## config.mk

```make
export PLATFORM = sky130hd
export DESIGN_NAME = led_feedback_blink_renderer_unit
export DESIGN_NICKNAME = d
export VERILOG_FILES = /design/src/sv/lfb_pkg.sv /design/src/sv/lfb_color.sv /design/src/sv/led_feedback_blink_renderer_unit.sv
export VERILOG_INCLUDE_DIRS = /design/src /design/src/sv
export SDC_FILE = /design/constraint.sdc
export NUM_CORES = 1
export LEC_CHECK = 0
export ABC_AREA = 1
export BUFFER_PORTS_ARGS = -buffer_cell sky130_fd_sc_hd__buf_2
export CAP_MARGIN = 20
export CORE_MARGIN = 2
export CORE_UTILIZATION = 45
export DETAILED_ROUTE_END_ITERATION = 10
export SYNTH_ARGS = -nofsm -noshare
export SYNTH_HDL_FRONTEND = slang
export SYNTH_SLANG_ARGS = --single-unit
```

## constraint.sdc

```tcl
create_clock -name clk -period 5.3 [get_ports clk]
set_input_delay 0.795 -clock clk [delete_from_list [all_inputs] [get_ports clk]]
set_output_delay 0.795 -clock clk [all_outputs]
set_load 0.05 [all_outputs]
```

## src/sv/assert_macros.svh

```systemverilog
// ----------------------------------------------------------------------------
// Assertion macros
// Shared concurrent assertion forms, sampled on clk.
// ----------------------------------------------------------------------------
`ifndef ASSERT_MACROS_SVH
`define ASSERT_MACROS_SVH

// Checked at every rising edge outside reset.
`define ASSERT_CLK(label, prop, msg) \
  label: assert property (@(posedge clk) disable iff (!rst_n) prop) else $error(msg);

// Checked at every rising edge, reset included.
`define ASSERT_ALWAYS(label, prop, msg) \
  label: assert property (@(posedge clk) prop) else $error(msg);

`endif

```

## src/sv/lfb_pkg.sv

```systemverilog
// ----------------------------------------------------------------------------
// LED feedback blink renderer package
// Colour type, code band limits, blink bits and the fixed palette.
// ----------------------------------------------------------------------------
package lfb_pkg;

  typedef struct packed {
    logic       write_pixel;
    logic [7:0] blue;
    logic [7:0] green;
    logic [7:0] red;
  } color_t;

  localparam logic [7:0] STATIC_END  = 8'd14;
  localparam logic [7:0] FAST_END    = 8'd27;
  localparam logic [7:0] MIDDLE_END  = 8'd39;
  localparam logic [7:0] SLOW_END    = 8'd51;
  localparam logic [7:0] FAST_BASE   = 8'd13;
  localparam logic [7:0] MIDDLE_BASE = 8'd26;
  localparam logic [7:0] SLOW_BASE   = 8'd38;

  localparam logic [4:0] PHASE_TOP   = 5'd16;
  localparam int unsigned FAST_BIT   = 1;
  localparam int unsigned MIDDLE_BIT = 2;
  localparam int unsigned SLOW_BIT   = 3;

  function automatic color_t palette(input logic [3:0] sel);
    color_t c;
    c.write_pixel = 1'b1;
    unique case (sel)
      4'd0:    {c.red, c.green, c.blue} = {8'h00, 8'h00, 8'h00};
      4'd1:    {c.red, c.green, c.blue} = {8'hff, 8'hff, 8'hff};
      4'd2:    {c.red, c.green, c.blue} = {8'hff, 8'h00, 8'h00};
      4'd3:    {c.red, c.green, c.blue} = {8'hff, 8'h80, 8'h00};
      4'd4:    {c.red, c.green, c.blue} = {8'hff, 8'hff, 8'h00};
      4'd5:    {c.red, c.green, c.blue} = {8'h80, 8'hff, 8'h00};
      4'd6:    {c.red, c.green, c.blue} = {8'h00, 8'haa, 8'h00};
      4'd7:    {c.red, c.green, c.blue} = {8'h00, 8'hff, 8'h80};
      4'd8:    {c.red, c.green, c.blue} = {8'h00, 8'hff, 8'hff};
      4'd9:    {c.red, c.green, c.blue} = {8'h00, 8'h80, 8'hff};
      4'd10:   {c.red, c.green, c.blue} = {8'h00, 8'h00, 8'hff};
      4'd11:   {c.red, c.green, c.blue} = {8'h80, 8'h00, 8'hff};
      4'd12:   {c.red, c.green, c.blue} = {8'hff, 8'h00, 8'hff};
      4'd13:   {c.red, c.green, c.blue} = {8'hff, 8'h00, 8'h80};
      default: {c.red, c.green, c.blue} = {8'h00, 8'h00, 8'h00};
    endcase
    return c;
  endfunction

endpackage

```

## src/sv/lfb_color.sv

```systemverilog
// ----------------------------------------------------------------------------
// LED feedback colour decoder
// Turns one feedback code and the blink phase into a pixel colour.
// ----------------------------------------------------------------------------
module lfb_color (
  input  logic [7:0]      code_i,
  input  logic [4:0]      phase_i,
  output lfb_pkg::color_t color_o
);

  logic [3:0]      pal_sel;
  logic            wr;
  lfb_pkg::color_t pal_color;

  always_comb begin
    pal_sel = '0;
    wr      = 1'b1;
    priority if (code_i < lfb_pkg::STATIC_END) begin
      pal_sel = code_i[3:0];
    end else if (code_i < lfb_pkg::FAST_END) begin
      pal_sel = phase_i[lfb_pkg::FAST_BIT] ? 4'(code_i - lfb_pkg::FAST_BASE) : 4'd0;
    end else if (code_i < lfb_pkg::MIDDLE_END) begin
      pal_sel = phase_i[lfb_pkg::MIDDLE_BIT] ? 4'(code_i - lfb_pkg::MIDDLE_BASE) : 4'd0;
    end else if (code_i < lfb_pkg::SLOW_END) begin
      pal_sel = phase_i[lfb_pkg::SLOW_BIT] ? 4'(code_i - lfb_pkg::SLOW_BASE) : 4'd0;
    end else begin
      wr = 1'b0;
    end
  end

  assign pal_color = lfb_pkg::palette(pal_sel);

  always_comb begin
    if (wr) begin
      color_o = pal_color;
    end else begin
      color_o = '0;
    end
  end

endmodule

```

## src/sv/led_feedback_blink_renderer_unit.sv

```systemverilog
// ----------------------------------------------------------------------------
// LED feedback blink renderer
// Stores per-button feedback codes and renders a frame of pixel colours.
// ----------------------------------------------------------------------------
// A store item (in_tuser low) writes one code; an index beyond the table
// is dropped. A frame tick (in_tuser high) walks the code table and emits
// one pixel per cycle while the output is not stalled. The table has a
// single read port and feeds one shared colour decoder. in_tready is low
// during the walk.
module led_feedback_blink_renderer_unit #(
  parameter int BUTTON_COUNT = 32
) (
  input  logic        clk,
  input  logic        rst_n,
  input  logic        in_tvalid,
  output logic        in_tready,
  input  logic [15:0] in_tdata,  // button_index[7:0], color_code[15:8]
  input  logic        in_tuser,  // mode
  output logic        out_tvalid,
  input  logic        out_tready,
  output logic [31:0] out_tdata, // pixel_index[4:0], red[12:5], green[20:13],
                                 // blue[28:21], zero fill[31:29]
  output logic        out_tuser, // write_pixel
  output logic        out_tlast
);

  `include "assert_macros.svh"

  localparam int IDX_W = $clog2(BUTTON_COUNT);
  localparam logic [IDX_W-1:0] LAST_IDX = IDX_W'(BUTTON_COUNT - 1);

  localparam logic ST_IDLE = 1'b0;
  localparam logic ST_WALK = 1'b1;

  logic                    state_r, state_nxt;
  logic [IDX_W-1:0]        idx_r, idx_nxt;
  logic [4:0]              phase_r, phase_nxt;
  logic [7:0]              mem_r [BUTTON_COUNT];
  logic [BUTTON_COUNT-1:0] vld_r;
  logic [7:0]              rd_code_r;
  logic                    rd_vld_r;
  logic                    in_acc;
  logic                    wr_en;
  logic                    load;
  logic [7:0]              cur_code;
  logic [7:0]              idx_ext;
  logic [4:0]              pix_idx;
  lfb_pkg::color_t         color;
  logic                    out_valid_r, out_valid_nxt;
  logic [31:0]             out_data_r;
  logic                    out_user_r;
  logic                    out_last_r;

  assign in_tready = (state_r == ST_IDLE);
  assign in_acc    = in_tvalid && in_tready;
  assign wr_en     = in_acc && !in_tuser && (in_tdata[7:0] < 8'(BUTTON_COUNT));
  assign load      = (state_r == ST_WALK) && (!out_valid_r || out_tready);

  always_comb begin
    state_nxt = state_r;
    idx_nxt   = idx_r;
    phase_nxt = phase_r;
    unique case (state_r)
      ST_IDLE: begin
        idx_nxt = '0;
        if (in_acc && in_tuser) begin
          state_nxt = ST_WALK;
        end
      end
      ST_WALK: begin
        if (load) begin
          if (idx_r == LAST_IDX) begin
            state_nxt = ST_IDLE;
            idx_nxt   = '0;
            phase_nxt = (phase_r == lfb_pkg::PHASE_TOP) ? 5'd0 : phase_r + 5'd1;
          end else begin
            idx_nxt = idx_r + 1'b1;
          end
        end
      end
      default: state_nxt = ST_IDLE;
    endcase
  end

  always_ff @(posedge clk) begin
    if (!rst_n) begin
      state_r <= ST_IDLE;
      idx_r   <= '0;
      phase_r <= '0;
      vld_r   <= '0;
    end else begin
      state_r <= state_nxt;
      idx_r   <= idx_nxt;
      phase_r <= phase_nxt;
      if (wr_en) begin
        vld_r[in_tdata[IDX_W-1:0]] <= 1'b1;
      end
    end
  end

  always_ff @(posedge clk) begin
    if (wr_en) begin
      mem_r[in_tdata[IDX_W-1:0]] <= in_tdata[15:8];
    end
  end

  always_ff @(posedge clk) begin
    rd_code_r <= mem_r[idx_nxt];
    rd_vld_r  <= vld_r[idx_nxt];
  end

  assign cur_code = rd_vld_r ? rd_code_r : 8'd0;

  lfb_color u_color (
    .code_i  (cur_code),
    .phase_i (phase_r),
    .color_o (color)
  );

  assign idx_ext = 8'(idx_r);
  assign pix_idx = {idx_ext[4], idx_ext[2], idx_ext[3], idx_ext[1:0]};

  always_comb begin
    if (load) begin
      out_valid_nxt = 1'b1;
    end else if (out_tready) begin
      out_valid_nxt = 1'b0;
    end else begin
      out_valid_nxt = out_valid_r;
    end
  end

  always_ff @(posedge clk) begin
    if (!rst_n) begin
      out_valid_r <= 1'b0;
    end else begin
      out_valid_r <= out_valid_nxt;
    end
  end

  always_ff @(posedge clk) begin
    if (load) begin
      out_data_r <= {3'b000, color.blue, color.green, color.red, pix_idx};
      out_user_r <= color.write_pixel;
      out_last_r <= (idx_r == LAST_IDX);
    end
  end

  assign out_tvalid = out_valid_r;
  assign out_tdata  = out_data_r;
  assign out_tuser  = out_user_r;
  assign out_tlast  = out_last_r;

  `ASSERT_CLK(a_tick_starts_walk, (in_tvalid && in_tready && in_tuser) |=> (state_r == ST_WALK && idx_r == '0), "frame tick did not start a walk at the first button")
  `ASSERT_CLK(a_last_ends_walk, (load && idx_r == LAST_IDX) |=> (state_r == ST_IDLE && out_tlast && out_tvalid), "last pixel did not end the walk")
  `ASSERT_CLK(a_pixel_low_bits, load |=> (out_tdata[1:0] == $past(idx_r[1:0])), "pixel position lost its low bits")
  `ASSERT_ALWAYS(a_phase_range, !rst_n || phase_r <= lfb_pkg::PHASE_TOP, "blink phase out of range")

endmodule
```

# Word-level counts from Yosys, hierarchy flattened

Memories as Yosys holds them, arrays and structs flattened. A register that Yosys moved wholly into a read port is not among the register bits.
Cells that the tools add are included.

Output and inout port bits: 36
Bits in registers: 76
Memories kept: 2
ROM bits: 384
Bits in writable memories: 256
Word-level logic and storage cells: 69
Bits of input ports: 21
Bits in latches: 0

Divide/modulo/power cells: 0
Reductions and logical operators: 11
Multiplexer cells: 29
$mul: 0
Shift-type cells: 0
Add/sub/neg operators: 5
Equal/unequal tests: 2
Bitwise logic cells: 2
Magnitude comparators: 8

Memory list:

| name            | words | bits a word | read ports | clocked after Yosys merged registers in | wr ports | RTL line                               | text |
|---|---|---|---|---|---|---|---|
| (no name shown) | 16    | 24          | 1          | 0                                       | 0        | lfb_pkg.sv:30                          | `unique case (sel)` |
| mem_r           | 32    | 8           | 1          | 1                                       | 1        | led_feedback_blink_renderer_unit.sv:38 | `logic [7:0] mem_r [BUTTON_COUNT];` |

Operators with widths:

| cell                | number |
|---|---|
| $or 32x32->32       | 1 |
| $mux 4              | 7 |
| $mux 25             | 1 |
| $lt 8x6->1 const B  | 3 |
| $mux 5              | 3 |
| $mux 1              | 13 |
| $lt 5x6->1 const B  | 2 |
| $add 5x1->5 const B | 2 |
| $eq 5x5->1 const B  | 2 |
| $pmux 5 s2          | 1 |
| $lt 8x4->1 const B  | 1 |
| $lt 8x5->1 const B  | 1 |
| $mux 8              | 1 |
| $sub 4x4->4 const B | 2 |
| $logic_and 1x1->1   | 6 |
| $bmux 1 s5          | 1 |
| $demux 1 s5         | 1 |
| $ge 5x1->1 const B  | 1 |
| $sub 4x3->4 const B | 1 |
| $reduce_and 3->1    | 1 |
| $logic_not 1->1     | 2 |
| $pmux 1 s2          | 1 |
| $reduce_bool 2->1   | 1 |
| $logic_or 1x1->1    | 1 |
| $not 1->1           | 1 |

# Longest topological paths before layout

Gate-level depths: netlist of run 1.
An unclocked memory read counts as a cell.

Depth in word-level cells: 9
Gate-level depth with buffers: 19
Gate-level depth less buffers: 18

# Hierarchy

Synthesis of run 1 repeated with hierarchy kept, for this count alone.

Cell total of the unflattened synthesis: 1564
Area total of the unflattened synthesis: 15203.3 um^2

Modules (own cells, without submodules):

| module                           | area an instance (um^2) | seq. area each (um^2) | instances | cells each |
|---|---|---|---|---|
| led_feedback_blink_renderer_unit | 14442.6                 | 9679.3                | 1         | 1413 |
| lfb_color                        | 760.7                   | 0.0                   | 1         | 151 |

# Worst setup path before layout of run 1

OpenSTA, ideal clock, no wires.

Path kind: in2reg
Start point: in out_tready
End point: reg rd_code_r[3] (read register of mem_r)
Setup time: 114 ps
Setup slack: 3018 ps
Path buffers: 2
Cell stages on the path: 14
Required time: 5186 ps
Arrival time: 2169 ps
Cells stage by stage: inv_2 > nand2_2 > nand2_4 > nor2_2 > nor2_2 > inv_2 > nor3b_1 > buf_2 > buf_1 > nand3_1 > nand3_1 > nand2_1 > nand2_1 > nand2_1

Word-level cells in the longest chain between the ends: 4

Ends and longest elaborated chain:

| element           | RTL line                               | text |
|---|---|---|
| start, declared   | led_feedback_blink_renderer_unit.sv:20 | `input logic out_tready,` |
| $logic_or 1x1->1  | led_feedback_blink_renderer_unit.sv:57 | `assign load = (state_r == ST_WALK) && (!out_valid_r \|\| out_tready);` |
| $logic_and 1x1->1 | led_feedback_blink_renderer_unit.sv:57 |  |
| $mux 5            | led_feedback_blink_renderer_unit.sv:71 | `if (load) begin` |
| $pmux 5 s2        | led_feedback_blink_renderer_unit.sv:63 | `unique case (state_r)` |
| end, declared     | led_feedback_blink_renderer_unit.sv:40 | `logic [7:0] rd_code_r;` |

No other way between the ends.
A chain may end at the register's enable or synchronous reset.

# Worst setup path in the final report of run 1

Start point: reg idx_r[0]
End point: reg rd_code_r[4] (read register of mem_r)

Word-level cells in the longest chain between the ends: 4
Elaborated cells on any way between the ends: 5
Those cells by class: add/sub: 1; eq/ne: 1; mux: 3

Ends and longest elaborated chain:

| element                                   | RTL line                                                                       | text |
|---|---|---|
| start, declared                           | led_feedback_blink_renderer_unit.sv:36                                         | `logic [IDX_W-1:0] idx_r, idx_nxt;` |
| start signal, assigned                    | led_feedback_blink_renderer_unit.sv:93                                         | `idx_r <= idx_nxt;` |
| $add 5x1->5 or $eq 5x5->1 (tied branches) | led_feedback_blink_renderer_unit.sv:77, led_feedback_blink_renderer_unit.sv:72 |  |
| $mux 5                                    | led_feedback_blink_renderer_unit.sv:72                                         | `if (idx_r == LAST_IDX) begin` |
| $mux 5 (*)                                | led_feedback_blink_renderer_unit.sv:71                                         |  |
| $pmux 5 s2 (*)                            | led_feedback_blink_renderer_unit.sv:63                                         |  |

Every way passes the cells marked *; elsewhere a longest branch is shown, timed or not.

==> results.json, run 1 <==
{
  "status": "finished, final reports clean",
  "combPwrFrac_pct": 5.3,
  "routabilityCongestion": 0.8642,
  "cts_htree_levels": 2,
  "wirelength_um": 38000,
  "p_clk_share_pct": 44.4,
  "drc": 0,
  "hold_start": "vld_r[1]",
  "cp_max_fo": 95,
  "hpwlAfterDp_um": 22670,
  "antenna_found_initial": 0,
  "syn_inst": 1476,
  "drive_gt1_share_pct": 8.394,
  "setup_ws_ps": 1743,
  "synth_area_um2": 14590,
  "utilization_pct": 50.82,
  "power.internal_mw": 4.273,
  "ant_nets": 0,
  "slew_headroom_pct": 29.94,
  "fin_crit_ps": 3557,
  "drv_slew": 0,
  "ys_types": 34,
  "reg2regPathDepth": 16,
  "grt_pass1_vias": 10120,
  "post-place-ws_ps": 1550,
  "min_path_type": "flip-flop to flip-flop",
  "cts_tree": "yes",
  "viasPerCell": 5.406,
  "cts-buffers-inserted": 35,
  "fmax_ghz": 0.2812,
  "io_buffer_count": 53,
  "rsz0062_at_grt": "no",
  "wl_per_cell_um": 19.84,
  "seqPwrFrac_pct": 50.4,
  "post_cts_buffers": 0,
  "worstReg2RegEnd": "rd_code_r[4]",
  "power.density_nw_per_um2": 340.9,
  "end_kind": "flip-flop",
  "min_to": "vld_r[1]",
  "avgSynthCellArea_um2": 9.887,
  "hold_violations": 0,
  "vdd.ir_drop.worst_mv": 0.2693,
  "hold_buffers": 0,
  "layout_worst_path_cycle_share_pct": 67.11,
  "critPathLaunchType": "flip-flop",
  "ys_seq_area_share_pct": 62.83,
  "grt.overflow.total": 0,
  "place_area_um2": 14980,
  "dp_cells": 1852,
  "whs_ps": 457.8,
  "worstMarginPinSlew_ps": 1051,
  "core-area_um2": 31720,
  "start_util_pct": 46.01,
  "post-route-cell-area_um2": 16120,
  "syn2layout_area_growth_pct": 10.45,
  "n_antenna_cell": 0,
  "cp.required_ps": 5700,
  "dieArea_um2": 33890,
  "leakagePower_nw": 6.518,
  "swShare_pct": 22.23,
  "postCtsResizedCells": 0,
  "arrival_ps": 3960,
  "drtPass1Iterations": 5,
  "power_mw": 5.494,
  "drt_iter0_drc": 994,
  "grt_max_degree": 96,
  "stdcell_count": 1915,
  "fin_nets": 1517,
  "pin_count": 57,
  "grt_pass1_wl_um": 59100,
  "p_sw_mw": 1.221,
  "synthesis.yosys.warnings": 0,
  "final-setup-viol-count": 0,
  "r2r_setup_slack_ps": 1740,
  "path_class": "flip-flop to flip-flop",
  "ys_ff_latch": 323,
  "clock_skew_ps": 10.51,
  "root_buffer": "clkbuf_16",
  "die_w_um": 184.1,
  "setup-tns-final_ps": 0,
  "insertion_delay_ps": 520,
  "cts.clk_slew.worst_paths_ps": 60,
  "cts.path.max_buffers": 3,
  "placementRows": 65,
  "fp.dieH_um": 184.1,
  "hold_depth": 2,
  "vias": 10350,
  "grt_util_all_layers_pct": 23.04,
  "cts.sinks": 323,
  "timing.rr.start": "idx_r[0]",
  "cap_viol_max_count": 0
}
[critical path, cell delays in order (launching register included)]
cell and delay [ps]:
dfxtp_1 390, ha_1 160, inv_1 60, nor2_1 100, ha_1 160, inv_1 60, nor2_2 160, nor2_4 60
nand2_4 530, buf_4 910, nand2_1 100, nand3_1 150, nand3_1 170, nand3_1 140, nand2_1 90, nand2_1 80
nand2_1 70
[cell usage in the layout (no fill, tap or decap), drive strengths merged, types with 2 or more instances in the layout]
cell type and n:
a21oi 4, and3 2, buf 64, bufinv 3
clkbuf 49, clkinv 12, conb 3, dfxtp 53
edfxtp 270, ha 9, inv 166, nand2 357
nand3 239, nand3b 109, nand4 2, nor2 127
nor3 4, nor3b 3, o211ai 3, o21ai 25
or2 2, xnor2 2, xor2 3
[synth_stat cells, drive strengths merged]
cell type  count  area (um^2)
buf           63        387.9
a21oi          4        20.02
clkbuf        29        108.9
edfxtp       270         8108
xor2           3        33.79
ha             9        112.6
nand3b       109        818.3
or2            2        12.51
nor3           4        31.28
nand3        239         1196
inv          166        623.1
nand4          2        12.51
nor3b          3        22.52
conb           1        3.750
a211oi         1        7.510
o21ai         25        128.9
nand2        357         1363
o211ai         3        22.52
dfxtp         53         1061
xnor2          2        17.52
nor2         127        481.7
and3           2        12.51
clkinv         2        7.510
[metal layers]
metal,part of all wire (%),routed length [um],track usage [%],up-vias
met5,0,0,0,-
li1,-,-,-,4917
met2,48,18140,38.72,397
met3,6.4,2420,3.170,66
met4,2.7,1035,7.424,0
met1,43,16400,30.96,4973
[worst max path at each step]
stage	to	slack [ps]	from
CTS	rd_code_r[4]	1740	idx_r[1]
detailed placement	rd_code_r[4]	1550	out_tready
global placement	rd_code_r[4]	1560	out_tready
floorplan	rd_code_r[3]	3020	out_tready
finish	rd_code_r[4]	1740	idx_r[0]
global route	rd_code_r[3]	1380	idx_r[0]
[cells by family (layout without fill, tap and decap cells)]
group	Yosys count	in the layout	synth area share (%)
compound gates	33	33	1.226
xor+xnor	5	5	0.3516
fa+ha+maj	9	9	0.7717
buf+inv	260	295	7.725
flops	323	323	62.83
other cells	1	3	0.02570
simple gates	845	845	27.07
[flip-flops by register name (all words and copies together) (netlist names)]
name and count:
mem_r 256, vld_r 32, out_tdata 12, rd_code_r 8, idx_r 5, phase_r 5
out_tlast 1, out_tuser 1, out_tvalid 1, rd_vld_r 1, state_r 1
[power groups by stage]
stage,clock [mW],sequential [mW],combinational [mW]
after floorplan,0,2.84,0.173
after global placement,0,2.82,0.287
after detailed placement,0,2.82,0.288
after CTS,2.47,2.77,0.289
after global routing,2.57,2.77,0.313
final,2.44,2.77,0.289
[layout make-up]
| type | count | area (um^2) |
|---|---|---|
| Fill cell | 2895 | 15600 |
| Sequential cell | 323 | 9169 |
| Multi-Input combinational cell | 895 | 4330 |
| Clock buffer | 49 | 1001 |
| Inverter | 168 | 630.6 |
| Tap cell | 402 | 503.0 |
| Timing Repair Buffer | 64 | 347.8 |
| Clock inverter | 14 | 136.4 |
No activity file was read; power rests on OpenSTA's default activity.
==> run 2: changes to the inputs <==
ABC_AREA = 0   (was 1)
clock period = 3 ns   (was 5.3 ns; I/O delays follow)
==> results.json, run 2 <==
{
  "cpPeakStageDelay_ps": 590,
  "slew_headroom_pct": 40.24,
  "hold_depth": 3,
  "critPathLaunchType": "flip-flop",
  "place_area_um2": 15140,
  "fin_nets": 1130,
  "wl_per_cell_um": 25.09,
  "synthesis.yosys.warnings": 0,
  "synth_top_family_by_area": "compound AO/OA/AOI/OAI gates",
  "fmax_ghz": 0.3420,
  "drtPass1Iterations": 5,
  "insertion_delay_ps": 520,
  "ys_seq_area_share_pct": 65.21,
  "r2r_setup_slack_ps": 80,
  "cts-buffers-inserted": 35,
  "synth_top_area_cell": "edfxtp_1",
  "async_flop_share_pct": 0,
  "wirelength_um": 38160,
  "combPwrFrac_pct": 6.0,
  "cts.path.max_buffers": 3,
  "grt_util_all_layers_pct": 23.07,
  "path_class": "flip-flop to flip-flop",
  "synth-edff-count": 270,
  "cts_tree": "yes",
  "grt.overflow.total": 0,
  "cp_common_cell": "ha_1",
  "dieArea_um2": 32670,
  "drc": 0,
  "seqPwrFrac_pct": 50.8,
  "hold_buffers": 0,
  "arrival_ps": 3300,
  "synth_area_um2": 14060,
  "setup_ws_ps": 75.63,
  "end_kind": "flip-flop",
  "synth-compound-area-share_pct": 15.48,
  "synth_fa_ha_area_share_pct": 0.8721,
  "placementRows": 64,
  "io_buffer_count": 53,
  "final_common_cell": "edfxtp_1",
  "worstReg2RegEnd": "rd_code_r[2]",
  "critical_path.cell_chain": "ha_1 > and3_1 > ha_1 > or4b_4 > a21o_2 > buf_4 > a2111oi_1 > a221o_1 > nor4b_1",
  "ys_types": 66,
  "largest_reg_flops": 256,
  "grt_pass1_vias": 8687,
  "grt_max_degree": 52,
  "cts_htree_levels": 2,
  "swShare_pct": 22.10,
  "syn_inst": 1013,
  "min_path_type": "primary input to flip-flop",
  "final_cell_mix": "edfxtp_1, buf_4, o211ai_1",
  "post-route-cell-area_um2": 16290,
  "avgSynthCellArea_um2": 13.88,
  "cts.sinks": 323,
  "drt_iter0_drc": 850,
  "power_mw": 9.640,
  "vias": 9233,
  "yosys-top-cells-count": "edfxtp_1, o211ai_1, inv_1, nor2_1, dfxtp_1",
  "clock_skew_ps": 16.61,
  "drv_slew": 0,
  "reg2regPathDepth": 9,
  "power.density_nw_per_um2": 591.8,
  "ant_nets": 0,
  "rsz0062_at_grt": "yes",
  "n_antenna_cell": 0,
  "ys_ff_latch": 323,
  "syn2layout_area_growth_pct": 15.87,
  "yosysMostFrequentCell": "edfxtp_1",
  "final-setup-viol-count": 0,
  "layout_worst_path_cycle_share_pct": 97.48,
  "pin_count": 57,
  "yosys.area.top_type_share_pct": 57.67,
  "timing.rr.start": "idx_r[0]",
  "fin_crit_ps": 2924,
  "fp.dieH_um": 180.8,
  "status": "finished, final reports clean",
  "critPathLaunch": "idx_r[0]",
  "fillers": 2570,
  "cp_max_fo": 11,
  "viasPerCell": 6.070,
  "synth-simple-area-share_pct": 5.589,
  "drive_gt1_share_pct": 23.02,
  "utilization_pct": 53.12,
  "cap_viol_max_count": 0,
  "cts.clk_slew.worst_paths_ps": 60,
  "antenna_found_initial": 0,
  "start_util_pct": 45.84,
  "root_buffer": "clkbuf_16",
  "leakagePower_nw": 5.636,
  "post-place-ws_ps": -60.04,
  "vdd.ir_drop.worst_mv": 0.3380,
  "routabilityCongestion": 0.8787,
  "grt_pass1_wl_um": 56440,
  "synth_xor_area_share_pct": 0.3115,
  "cp.required_ps": 3370,
  "hold_start": "in_tuser",
  "setup-tns-final_ps": 0,
  "slowest_stage": "or4b_4",
  "die_w_um": 180.8,
  "min_to": "state_r",
  "p_clk_share_pct": 43.2,
  "synth.area.top_cells": "edfxtp_1, dfxtp_1, o211ai_1",
  "ys.flop_type": "edfxtp_1",
  "hpwlAfterDp_um": 24390,
  "worstMarginPinSlew_ps": 896.4,
  "synth.area.mux_share_pct": 7.529,
  "p_sw_mw": 2.131,
  "power.internal_mw": 7.509,
  "core-area_um2": 30670,
  "hold_violations": 0
}
==> run 2: changes by cell type after synthesis, moves of 64 or more <==
cell / delta
inv_1: -105
nand2_1: -305
nand3_1: -232
nand3b_1: -109
nor2_1: -71
o211ai_1: +64
==> run 2: critical path, delay by kind of cell (launching register included) <==
family	cells	cell delay, ps
AOI/OAI and AO/OA	3	990
DFF	1	310
buffers and inverters	1	200
and+or+nand+nor	3	830
adders and majority gates	2	450
==> run 2: repair_timing <==
action / CTS / global route
buffers inserted: 0 / 1
endpoints found under the setup margin: 2 / 8
cloned: 0 / 0
gates resized for setup: 2 / 15
==> run 2: power groups by stage <==
stage	clock network [mW]	registers, mW	logic, mW
after floorplan	0	5.02	0.308
after global placement	0	4.99	0.567
after detailed placement	0	4.99	0.572
after CTS	4.23	4.90	0.574
after global routing	4.40	4.90	0.609
final	4.16	4.90	0.579
==> run 2: kinds of logic after synthesis <==
| group | Yosys count |
|---|---|
| flip-flops | 323 |
| AO/OA/AOI/OAI | 284 |
| AND/OR/NAND/NOR | 158 |
| buffers and inverters | 150 |
| multiplexers | 82 |
| adder cells (fa/ha/maj) | 10 |
| XOR/XNOR | 5 |
| other | 1 |
==> run 2: routing by layer <==
layer	global-route usage (%)	up-vias	routed length (um)
met3	4.334	75	3136
met1	33.68	4584	16620
li1	-	4154	-
met4	8.839	2	1268
met5	2.963	-	132
met2	33.99	418	17010
==> run 2: area by class of cell <==
cell class / count / area (um^2) / area share, %
Clock inverter: 11 / 131.4 / 0.8065
Clock buffer: 51 / 955.9 / 5.868
Multi-Input combinational cell: 542 / 4278 / 26.26
Timing Repair Buffer: 141 / 1046 / 6.421
Inverter: 57 / 214.0 / 1.313
Sequential cell: 323 / 9170 / 56.29
Tap cell: 396 / 495.5 / 3.041
==> run 2: worst max-delay path by stage <==
stage | end | slack [ps] | cells after the start
6_report | rd_code_r[2] | 80 | 9
4_1_cts | rd_code_r[0] | 3 | 10
2_1_floorplan | rd_code_r[3] | 40 | 11
5_1_grt | rd_code_r[6] | -30 | 10
3_5_place_dp | rd_code_r[2] | -60 | 9
3_3_place_gp | rd_code_r[2] | 50 | 9
==> run 2: per-stage QoR <==
step / hold WS [ps] / std cells
2_1_floorplan: 435.2 / 1015
3_3_place_gp: 443.0 / 1458
3_5_place_dp: 450.0 / 1458
4_1_cts: 225.8 / 1520
5_1_grt: 254.9 / 1521
6_report: 236.0 / 1521
